==> src/rtl/core/scancode_set1_decoder_fifo_top_defines.svh <==
// ----------------------------------------------------------------------------
// Scancode decoder assertion macros
// Shared concurrent assertion forms, clocked on i_clk and off during reset.
// ----------------------------------------------------------------------------
`ifndef SCANCODE_SET1_DECODER_FIFO_TOP_DEFINES_SVH
`define SCANCODE_SET1_DECODER_FIFO_TOP_DEFINES_SVH

// Consequent holds in the same cycle as the antecedent.
`define SCDF_ASSERT_SAME(lbl, ante, cons, msg) \
    lbl: assert property (@(posedge i_clk) disable iff (!i_rst_n) (ante) |-> (cons)) \
        else $error(msg);

// Consequent holds in the cycle after the antecedent.
`define SCDF_ASSERT_NEXT(lbl, ante, cons, msg) \
    lbl: assert property (@(posedge i_clk) disable iff (!i_rst_n) (ante) |=> (cons)) \
        else $error(msg);

`endif

==> src/rtl/core/scdf_pkg.sv <==
// ----------------------------------------------------------------------------
// Scancode decoder package
// Constants and types shared by the decoder blocks, and the ASCII tables.
// ----------------------------------------------------------------------------
package scdf_pkg;

    localparam int QueueDepth = 256;
    localparam int PtrW       = $clog2(QueueDepth);
    localparam int RomSize    = 59;
    localparam int RomIdxW    = $clog2(RomSize);

    typedef logic [7:0]      t_byte;
    typedef logic [PtrW-1:0] t_ptr;
    typedef logic [7:0]      t_cfg_idx;

    localparam logic ReqByte = 1'b0;
    localparam logic ReqRead = 1'b1;

    localparam t_cfg_idx CfgIdxUp    = 8'd0;
    localparam t_cfg_idx CfgIdxDown  = 8'd1;
    localparam t_cfg_idx CfgIdxLeft  = 8'd2;
    localparam t_cfg_idx CfgIdxRight = 8'd3;

    localparam t_byte CodeUpRst    = 8'd128;
    localparam t_byte CodeDownRst  = 8'd129;
    localparam t_byte CodeLeftRst  = 8'd130;
    localparam t_byte CodeRightRst = 8'd131;

    localparam t_byte ScExtPrefix  = 8'hE0;
    localparam t_byte ScLShiftMake = 8'h2A;
    localparam t_byte ScRShiftMake = 8'h36;
    localparam t_byte ScLShiftBrk  = 8'hAA;
    localparam t_byte ScRShiftBrk  = 8'hB6;
    localparam t_byte ScUp         = 8'h48;
    localparam t_byte ScDown       = 8'h50;
    localparam t_byte ScLeft       = 8'h4B;
    localparam t_byte ScRight      = 8'h4D;

    localparam t_byte PlainRom [0:RomSize-1] = '{
        8'h00, 8'h00, 8'h31, 8'h32, 8'h33, 8'h34, 8'h35, 8'h36, 8'h37, 8'h38,
        8'h39, 8'h30, 8'h2D, 8'h3D, 8'h08, 8'h00, 8'h71, 8'h77, 8'h65, 8'h72,
        8'h74, 8'h79, 8'h75, 8'h69, 8'h6F, 8'h70, 8'h5B, 8'h5D, 8'h0A, 8'h00,
        8'h61, 8'h73, 8'h64, 8'h66, 8'h67, 8'h68, 8'h6A, 8'h6B, 8'h6C, 8'h3B,
        8'h27, 8'h60, 8'h00, 8'h5C, 8'h7A, 8'h78, 8'h63, 8'h76, 8'h62, 8'h6E,
        8'h6D, 8'h2C, 8'h2E, 8'h2F, 8'h00, 8'h2A, 8'h00, 8'h20, 8'h00
    };

    localparam t_byte ShiftRom [0:RomSize-1] = '{
        8'h00, 8'h00, 8'h21, 8'h40, 8'h23, 8'h24, 8'h25, 8'h5E, 8'h26, 8'h2A,
        8'h28, 8'h29, 8'h5F, 8'h2B, 8'h08, 8'h00, 8'h51, 8'h57, 8'h45, 8'h52,
        8'h54, 8'h59, 8'h55, 8'h49, 8'h4F, 8'h50, 8'h7B, 8'h7D, 8'h0A, 8'h00,
        8'h41, 8'h53, 8'h44, 8'h46, 8'h47, 8'h48, 8'h4A, 8'h4B, 8'h4C, 8'h3A,
        8'h22, 8'h7E, 8'h00, 8'h7C, 8'h5A, 8'h58, 8'h43, 8'h56, 8'h42, 8'h4E,
        8'h4D, 8'h3C, 8'h3E, 8'h3F, 8'h00, 8'h2A, 8'h00, 8'h20, 8'h00
    };

    typedef struct packed {
        logic  valid;
        t_byte code;
    } t_push;

    function automatic t_ptr ptr_next(input t_ptr p);
        return (p == t_ptr'(QueueDepth - 1)) ? '0 : p + 1'b1;
    endfunction

endpackage

==> src/rtl/core/scdf_if.sv <==
// ----------------------------------------------------------------------------
// Scancode decoder channel interfaces
// Request, response and register write channels with valid/ready handshake.
// ----------------------------------------------------------------------------
interface scdf_req_if;
    logic       valid;
    logic       ready;
    logic       req_type;
    logic [7:0] scan_byte;

    modport source (output valid, output req_type, output scan_byte, input ready);
    modport sink   (input valid, input req_type, input scan_byte, output ready);
endinterface

interface scdf_rsp_if;
    logic       valid;
    logic       ready;
    logic [7:0] key_code;
    logic       queue_empty;

    modport source (output valid, output key_code, output queue_empty, input ready);
    modport sink   (input valid, input key_code, input queue_empty, output ready);
endinterface

interface scdf_cfg_if;
    logic       valid;
    logic       ready;
    logic [7:0] index;
    logic [7:0] data;

    modport source (output valid, output index, output data, input ready);
    modport sink   (input valid, input index, input data, output ready);
endinterface

==> src/rtl/core/scdf_decode.sv <==
// ----------------------------------------------------------------------------
// Scancode decoder front end
// Tracks prefix and shift state, holds the arrow code registers and turns
// each scan byte into at most one queue write.
// ----------------------------------------------------------------------------
module scdf_decode (
    input  logic            i_clk,
    input  logic            i_rst_n,
    scdf_cfg_if.sink        i_cfg,
    input  logic            i_byte_valid,
    input  scdf_pkg::t_byte i_scan_byte,
    output scdf_pkg::t_push o_push
);
    import scdf_pkg::*;

    t_byte r_code_up;
    t_byte r_code_down;
    t_byte r_code_left;
    t_byte r_code_right;
    logic  r_shift_held;
    logic  r_prefix_seen;

    logic  cfg_fire;
    logic  is_prefix;
    logic  is_shift_make;
    logic  is_shift_brk;
    logic  is_release;
    logic  in_rom;
    t_byte rom_code;

    assign i_cfg.ready = 1'b1;
    assign cfg_fire    = i_cfg.valid;

    always_ff @(posedge i_clk) begin
        if (!i_rst_n) begin
            r_code_up    <= CodeUpRst;
            r_code_down  <= CodeDownRst;
            r_code_left  <= CodeLeftRst;
            r_code_right <= CodeRightRst;
        end else if (cfg_fire) begin
            if (i_cfg.index == CfgIdxUp)    r_code_up    <= i_cfg.data;
            if (i_cfg.index == CfgIdxDown)  r_code_down  <= i_cfg.data;
            if (i_cfg.index == CfgIdxLeft)  r_code_left  <= i_cfg.data;
            if (i_cfg.index == CfgIdxRight) r_code_right <= i_cfg.data;
        end
    end

    assign is_prefix     = (i_scan_byte == ScExtPrefix);
    assign is_shift_make = (i_scan_byte == ScLShiftMake) || (i_scan_byte == ScRShiftMake);
    assign is_shift_brk  = (i_scan_byte == ScLShiftBrk) || (i_scan_byte == ScRShiftBrk);
    assign is_release    = i_scan_byte[7];
    assign in_rom        = (i_scan_byte < t_byte'(RomSize));
    assign rom_code      = r_shift_held ? ShiftRom[i_scan_byte[RomIdxW-1:0]]
                                        : PlainRom[i_scan_byte[RomIdxW-1:0]];

    always_ff @(posedge i_clk) begin
        if (!i_rst_n) begin
            r_shift_held  <= 1'b0;
            r_prefix_seen <= 1'b0;
        end else if (i_byte_valid) begin
            priority if (is_prefix) begin
                r_prefix_seen <= 1'b1;
            end else if (r_prefix_seen) begin
                r_prefix_seen <= 1'b0;
            end else if (is_shift_make) begin
                r_shift_held <= 1'b1;
            end else if (is_shift_brk) begin
                r_shift_held <= 1'b0;
            end else begin
                r_shift_held <= r_shift_held;
            end
        end
    end

    always_comb begin
        o_push = '0;
        if (i_byte_valid && !is_prefix) begin
            if (r_prefix_seen) begin
                if (!is_release) begin
                    o_push.valid = 1'b1;
                    priority if (i_scan_byte == ScUp)    o_push.code = r_code_up;
                    else if (i_scan_byte == ScDown)      o_push.code = r_code_down;
                    else if (i_scan_byte == ScLeft)      o_push.code = r_code_left;
                    else if (i_scan_byte == ScRight)     o_push.code = r_code_right;
                    else                                 o_push.valid = 1'b0;
                end
            end else if (!is_release && !is_shift_make && in_rom) begin
                o_push.code  = rom_code;
                o_push.valid = (rom_code != '0);
            end
        end
    end

endmodule

==> src/rtl/core/scdf_queue.sv <==
// ----------------------------------------------------------------------------
// Scancode decoder code queue
// Ring buffer in a synchronous memory with registered read data; a write
// into a full ring is dropped.
// ----------------------------------------------------------------------------
`include "scancode_set1_decoder_fifo_top_defines.svh"

module scdf_queue (
    input  logic            i_clk,
    input  logic            i_rst_n,
    input  scdf_pkg::t_push i_push,
    input  logic            i_rd_req,
    output logic            o_empty,
    output scdf_pkg::t_byte o_rd_data
);
    import scdf_pkg::*;

    t_byte r_mem [0:QueueDepth-1];
    t_ptr  r_wr_ptr;
    t_ptr  r_rd_ptr;
    t_byte r_rd_data;

    t_ptr  wr_next;
    logic  full;
    logic  wr_en;
    logic  rd_en;

    assign wr_next = ptr_next(r_wr_ptr);
    assign full    = (wr_next == r_rd_ptr);
    assign o_empty = (r_wr_ptr == r_rd_ptr);
    assign wr_en   = i_push.valid && !full;
    assign rd_en   = i_rd_req && !o_empty;

    always_ff @(posedge i_clk) begin
        if (wr_en) begin
            r_mem[r_wr_ptr] <= i_push.code;
        end
        if (rd_en) begin
            r_rd_data <= r_mem[r_rd_ptr];
        end
    end

    always_ff @(posedge i_clk) begin
        if (!i_rst_n) begin
            r_wr_ptr <= '0;
            r_rd_ptr <= '0;
        end else begin
            if (wr_en) r_wr_ptr <= wr_next;
            if (rd_en) r_rd_ptr <= ptr_next(r_rd_ptr);
        end
    end

    assign o_rd_data = r_rd_data;

    `SCDF_ASSERT_NEXT(a_full_drop, i_push.valid && full, $stable(r_wr_ptr), "write pointer moved while full")
    `SCDF_ASSERT_NEXT(a_empty_hold, i_rd_req && o_empty, $stable(r_rd_ptr), "read pointer moved while empty")
    `SCDF_ASSERT_SAME(a_one_access, i_push.valid, !i_rd_req, "queue write and read in one cycle")

endmodule

==> src/rtl/core/scancode_set1_decoder_fifo_top.sv <==
// A read response is staged through the s1 register and then the output register.
// Throughput: one request per cycle while the response output is not stalled.
// Scan byte requests produce no response and retire in the cycle they are accepted.
// Reset clears pointers, shift and prefix flags, and restores the arrow codes.
// The code memory is not cleared; only written entries are ever read.
// ----------------------------------------------------------------------------
// Scancode set 1 decoder with code queue, top level
// Splits requests into scan bytes and reads and stages read responses.
// ----------------------------------------------------------------------------
module scancode_set1_decoder_fifo_top (
    input  logic      i_clk,
    input  logic      i_rst_n,
    scdf_req_if.sink  i_req,
    scdf_cfg_if.sink  i_cfg,
    scdf_rsp_if.source o_rsp
);
    import scdf_pkg::*;

    logic  req_fire;
    logic  byte_fire;
    logic  read_fire;
    logic  s1_adv;
    logic  q_empty;
    t_byte q_rd_data;
    t_push push;

    logic  r_s1_valid;
    logic  r_s1_empty;
    logic  r_out_valid;
    t_byte r_out_code;
    logic  r_out_empty;

    assign s1_adv      = r_s1_valid && (!r_out_valid || o_rsp.ready);
    assign i_req.ready = !r_s1_valid || s1_adv;
    assign req_fire    = i_req.valid && i_req.ready;
    assign byte_fire   = req_fire && (i_req.req_type == ReqByte);
    assign read_fire   = req_fire && (i_req.req_type == ReqRead);

    scdf_decode u_decode (
        .i_clk       (i_clk),
        .i_rst_n     (i_rst_n),
        .i_cfg       (i_cfg),
        .i_byte_valid(byte_fire),
        .i_scan_byte (i_req.scan_byte),
        .o_push      (push)
    );

    scdf_queue u_queue (
        .i_clk    (i_clk),
        .i_rst_n  (i_rst_n),
        .i_push   (push),
        .i_rd_req (read_fire),
        .o_empty  (q_empty),
        .o_rd_data(q_rd_data)
    );

    always_ff @(posedge i_clk) begin
        if (!i_rst_n) begin
            r_s1_valid <= 1'b0;
        end else if (read_fire) begin
            r_s1_valid <= 1'b1;
        end else if (s1_adv) begin
            r_s1_valid <= 1'b0;
        end
    end

    always_ff @(posedge i_clk) begin
        if (read_fire) begin
            r_s1_empty <= q_empty;
        end
    end

    always_ff @(posedge i_clk) begin
        if (!i_rst_n) begin
            r_out_valid <= 1'b0;
        end else if (s1_adv) begin
            r_out_valid <= 1'b1;
        end else if (o_rsp.ready) begin
            r_out_valid <= 1'b0;
        end
    end

    always_ff @(posedge i_clk) begin
        if (s1_adv) begin
            r_out_code  <= r_s1_empty ? '0 : q_rd_data;
            r_out_empty <= r_s1_empty;
        end
    end

    assign o_rsp.valid       = r_out_valid;
    assign o_rsp.key_code    = r_out_code;
    assign o_rsp.queue_empty = r_out_empty;

endmodule
==> src/flat_wrapper.sv <==
// flat-port wrapper written by rule: the top's interface ports become plain ports
module scancode_set1_decoder_fifo_top_flat import scdf_pkg::*;
  (i_clk, i_rst_n, i_req_valid, i_req_req_type, i_req_scan_byte, i_req_ready, i_cfg_valid, i_cfg_index, i_cfg_data, i_cfg_ready, o_rsp_valid, o_rsp_key_code, o_rsp_queue_empty, o_rsp_ready);
  scdf_req_if i_req_i ();
  scdf_cfg_if i_cfg_i ();
  scdf_rsp_if o_rsp_i ();
  input  logic i_clk;
  input  logic i_rst_n;
  input wire logic [$bits(i_req_i.valid)-1:0] i_req_valid;
  input wire logic [$bits(i_req_i.req_type)-1:0] i_req_req_type;
  input wire logic [$bits(i_req_i.scan_byte)-1:0] i_req_scan_byte;
  output wire logic [$bits(i_req_i.ready)-1:0] i_req_ready;
  input wire logic [$bits(i_cfg_i.valid)-1:0] i_cfg_valid;
  input wire logic [$bits(i_cfg_i.index)-1:0] i_cfg_index;
  input wire logic [$bits(i_cfg_i.data)-1:0] i_cfg_data;
  output wire logic [$bits(i_cfg_i.ready)-1:0] i_cfg_ready;
  output wire logic [$bits(o_rsp_i.valid)-1:0] o_rsp_valid;
  output wire logic [$bits(o_rsp_i.key_code)-1:0] o_rsp_key_code;
  output wire logic [$bits(o_rsp_i.queue_empty)-1:0] o_rsp_queue_empty;
  input wire logic [$bits(o_rsp_i.ready)-1:0] o_rsp_ready;
  assign i_req_i.valid = i_req_valid;
  assign i_req_i.req_type = i_req_req_type;
  assign i_req_i.scan_byte = i_req_scan_byte;
  assign i_req_ready = i_req_i.ready;
  assign i_cfg_i.valid = i_cfg_valid;
  assign i_cfg_i.index = i_cfg_index;
  assign i_cfg_i.data = i_cfg_data;
  assign i_cfg_ready = i_cfg_i.ready;
  assign o_rsp_valid = o_rsp_i.valid;
  assign o_rsp_key_code = o_rsp_i.key_code;
  assign o_rsp_queue_empty = o_rsp_i.queue_empty;
  assign o_rsp_i.ready = o_rsp_ready;
  scancode_set1_decoder_fifo_top u_core (.i_clk(i_clk), .i_rst_n(i_rst_n), .i_req(i_req_i), .i_cfg(i_cfg_i), .o_rsp(o_rsp_i));
endmodule
==> config.mk <==
export PLATFORM = sky130hd
export DESIGN_NAME = scancode_set1_decoder_fifo_top_flat
export DESIGN_NICKNAME = d
export VERILOG_FILES = /design/src/rtl/core/scdf_pkg.sv /design/src/rtl/core/scdf_if.sv /design/src/rtl/core/scdf_decode.sv /design/src/rtl/core/scdf_queue.sv /design/src/rtl/core/scancode_set1_decoder_fifo_top.sv /design/src/flat_wrapper.sv
export VERILOG_INCLUDE_DIRS = /design/src /design/src/rtl/core
export SDC_FILE = /design/constraint.sdc
export NUM_CORES = 2
export LEC_CHECK = 0
export BUFFER_PORTS_ARGS = -buffer_cell sky130_fd_sc_hd__buf_4
export CELL_PAD_IN_SITES_DETAIL_PLACEMENT = 1
export CELL_PAD_IN_SITES_GLOBAL_PLACEMENT = 1
export CORE_UTILIZATION = 51
export CTS_BUF_LIST = sky130_fd_sc_hd__clkbuf_4 sky130_fd_sc_hd__clkbuf_8 sky130_fd_sc_hd__clkbuf_16
export DETAILED_ROUTE_END_ITERATION = 10
export GPL_ROUTABILITY_DRIVEN = 0
export PLACE_DENSITY_LB_ADDON = 0.1
export SYNTH_ARGS = -nofsm -noshare
export SYNTH_HDL_FRONTEND = slang
export SYNTH_SLANG_ARGS = --single-unit
==> constraint.sdc <==
create_clock -name i_clk -period 14.7 [get_ports i_clk]
set_input_delay 1.47 -clock i_clk [delete_from_list [all_inputs] [get_ports i_clk]]
set_output_delay 1.47 -clock i_clk [all_outputs]
set_load 0.1 [all_outputs]
==> impl_metrics.ini <==
[pwr]
leakage_nw = 28.1
ir_drop_mv = 0.118
p_per_area_nw_per_um2 = 131

[floorplan]
die-area_um2 = 166000
row_count = 148
die_y_um = 407
start_util_pct = 51.4
io_pins = 42
core_um2 = 163000
die_w_um = 407

[routing]
drt-total-wl_mm = 219
drtIter0Drc = 4752
route.detailed.drc = 0
detail-route-antenna-nets = 0
avgViaCountPerCell = 6.42
dr.pass1.iters = 5
vias = 40522
wire_per_inst_um = 34.7

[finish]
syn2layout_area_growth_pct = 11.2
final_cell_mix = edfxtp_1 (2066), mux4_2 (633), nor2_1 (335)
drive_above_1_share_pct = 27.2
final_area_um2 = 93300
final_common_cell = edfxtp_1
fin_cells = 6310
final_nets = 4001

[clocking]
cts_tree = done
root_buffer = clkbuf_16
cts_hold_buf = 0
clockBufferDepth = 3
cts_resized = 0
clk_pin_slew_worst_paths_ns = 0.06
cts_max_level = 4
cts_setup_buffers = 0
cts.sinks = 2118
clk_latency_ns = 0.85
cts_buffers = 210

[critical_path]
cp.required_ns = 15.21
crit_arrival_ns = 6.88
cp-end-kind = flip-flop
r2r-end = u_core.u_queue.o_rd_data[5]
r2r_start = u_core.u_queue.r_rd_ptr[0]
rrSetupSlack_ns = 8.55
crit_path_start_kind = primary input
path_cells = buf_4 -> inv_1 -> ha_1 -> nor2b_1 -> a2111oi_0 -> nor4_1 -> a41o_1 -> or3_1 -> a21oi_4 -> buf_4 -> buf_4 -> buf_4
cp_num_cells = 12
critPathKind = in2reg
worstSetupEndpoint = u_core.u_queue.r_mem[193][5]
rr_worst_depth = 9
startpoint = i_req_scan_byte[2]
critPathTopFamily = buffers and inverters
cp_num_buf_inv = 5
path_max_fanout = 74
path_common_cell = buf_4
slowest_delay_ns = 0.80
slowest_stage = buf_4

[yosys]
syn_nets = 3933
synth_seq_area_share_pct = 75.2
synth_cell_type_count = 73
async_reset_ff_share_pct = 0
synth_top_flop_cell = edfxtp_1
synth_warnings = 0
yosys_register_bits = 2118
synth_edf_count = 2066
postSynthAreaPerCell_um2 = 21.6
netlist_area_um2 = 83800
syn_inst = 3885

[sta]
rsz0062_at_grt = false
setup-tns-final_ns = 0
min_period_ns = 6.37
max_freq_mhz = 157
finalMaxSlewViolations = 0
clock-skew-final_ns = 0.0402
fin_crit_sh_pct = 43.3
tightest_slew_ns = 1.19
setup_viol = 0
finalHoldViolCount = 0
slew_headroom_pct = 19.8

[worst_hold_path]
hold_class = reg2reg
worstHoldStart = u_core.u_decode.r_code_left[1]

[place]
io_buffers = 40
dp_cells = 5916
post-dp-hpwl_mm = 129
dpl_cell_area_um2 = 86400

[global_routing]
antenna_found_initial = 8
grt_pass1_vias = 42026
grt_max_degree = 202
grt_overflow = 0
grt_pass1_wl_mm = 316
track_usage_pct = 26.6

[outcome]
status = finished, final reports clean

[flow_run]
maxCapViolCount = 0
## cells by family after synthesis
group	synth area share (%)
compound gates	1.73
xor+xnor	0.230
fa+ha+maj	0.269
buf+inv	1.49
flops	75.2
mux	18.0
other cells	0.00447
simple gates	3.07
## worst register-to-register path, stage by stage, from the launching register on
cell      delay (ns)
dfxtp_4         0.87
buf_4           0.64
buf_12          0.55
buf_4           1.05
mux4_2          0.73
mux4_2          0.51
nor2b_1         0.15
a211oi_1        0.55
nor3_1          0.26
or4_1           0.58
## metrics by stage
step                      hold WS (ns)  util, %  setup WS [ns]  total power [mW]
after detailed placement         0.469     53.0           7.57              7.00
after floorplan                  0.436        -           3.01              6.92
final                            0.481     57.2           8.33              12.2
after global placement           0.464     53.0           7.84              6.99
after CTS                        0.486     57.2           8.32              12.3
after global routing             0.507     57.2           7.99              12.5
## layer usage
metal | up-vias | track usage [%] | wire length, um
li1 | 16384 | - | -
met1 | 22121 | 38.6 | 91800
met2 | 1750 | 42.2 | 106000
met3 | 265 | 5.03 | 16100
met4 | 2 | 6.60 | 4510
met5 | - | 0 | 13
## sequential cells by signal, summed over array words and instances, names as in the netlist
signal and flops:
u_core.u_decode.r_shift_held 1, u_core.u_decode.r_code_up 8, u_core.o_rsp.valid 1, u_core.r_s1_valid 1
u_core.u_decode.r_code_down 8, u_core.u_queue.r_rd_ptr 8, u_core.o_rsp.queue_empty 1, u_core.u_decode.r_code_right 8
u_core.u_queue.o_rd_data 8, u_core.o_rsp.key_code 8, u_core.u_decode.r_code_left 8, u_core.u_decode.r_prefix_seen 1
u_core.u_queue.r_wr_ptr 8, u_core.u_queue.r_mem 2048, u_core.r_s1_empty 1
## synthesized netlist by cell type (5+ instances only)
master	n	area, um^2
a31oi_1	6	37.5
a311oi_1	5	43.8
o311ai_0	5	43.8
o21ai_0	30	150
a211oi_1	14	105
nand2_1	63	236
nor3_1	11	55.1
a22o_1	7	61.3
buf_2	79	395
o22ai_1	6	37.5
buf_1	20	75.1
buf_6	15	169
a22oi_1	26	195
inv_1	15	56.3
or3_1	6	37.5
o211ai_1	16	120
xor2_1	7	61.3
buf_4	15	113
nor3b_1	5	37.5
nand2b_1	13	81.3
edfxtp_1	2066	62000
nand4_1	10	62.6
xnor2_1	15	131
nor2_1	337	1260
clkbuf_1	111	417
nand3_1	21	105
nor2b_1	46	288
nand3_4	11	193
dfxtp_1	52	1040
mux2i_1	70	701
mux4_2	633	14300
ha_1	18	225
a221oi_1	8	70.1
a21oi_1	38	190
nand3b_1	5	37.5
mux2_2	9	101
## power by group
part / switching (mW) / total (mW) / internal (mW)
Combinational: 0.180 / 0.288 / 0.108
Clock: 2.30 / 5.35 / 3.05
Sequential: 0.00829 / 6.58 / 6.57
## worst min-delay path by stage
stage	end	slack, ns	cells past startpoint
final	u_core.u_decode.r_code_left[1]	0.48	2
after global routing	u_core.u_decode.r_code_up[7]	0.51	2
after CTS	u_core.u_decode.r_code_left[1]	0.49	2
after detailed placement	u_core.u_decode.r_code_left[1]	0.47	2
after global placement	u_core.u_decode.r_code_left[1]	0.46	2
after floorplan	u_core.u_decode.r_code_up[7]	0.44	2
## area by class of cell
cell class	count	area [um^2]
antenna	3	7.51
tap	2175	2720
clock buffer	257	5630
fill	13588	69700
multi-input combinational	1510	19600
inverter	16	60.1
sequential	2118	63100
clock inverter	134	1260
timing repair buffer	97	866
Note: power is estimated with default switching activity, not from simulation.
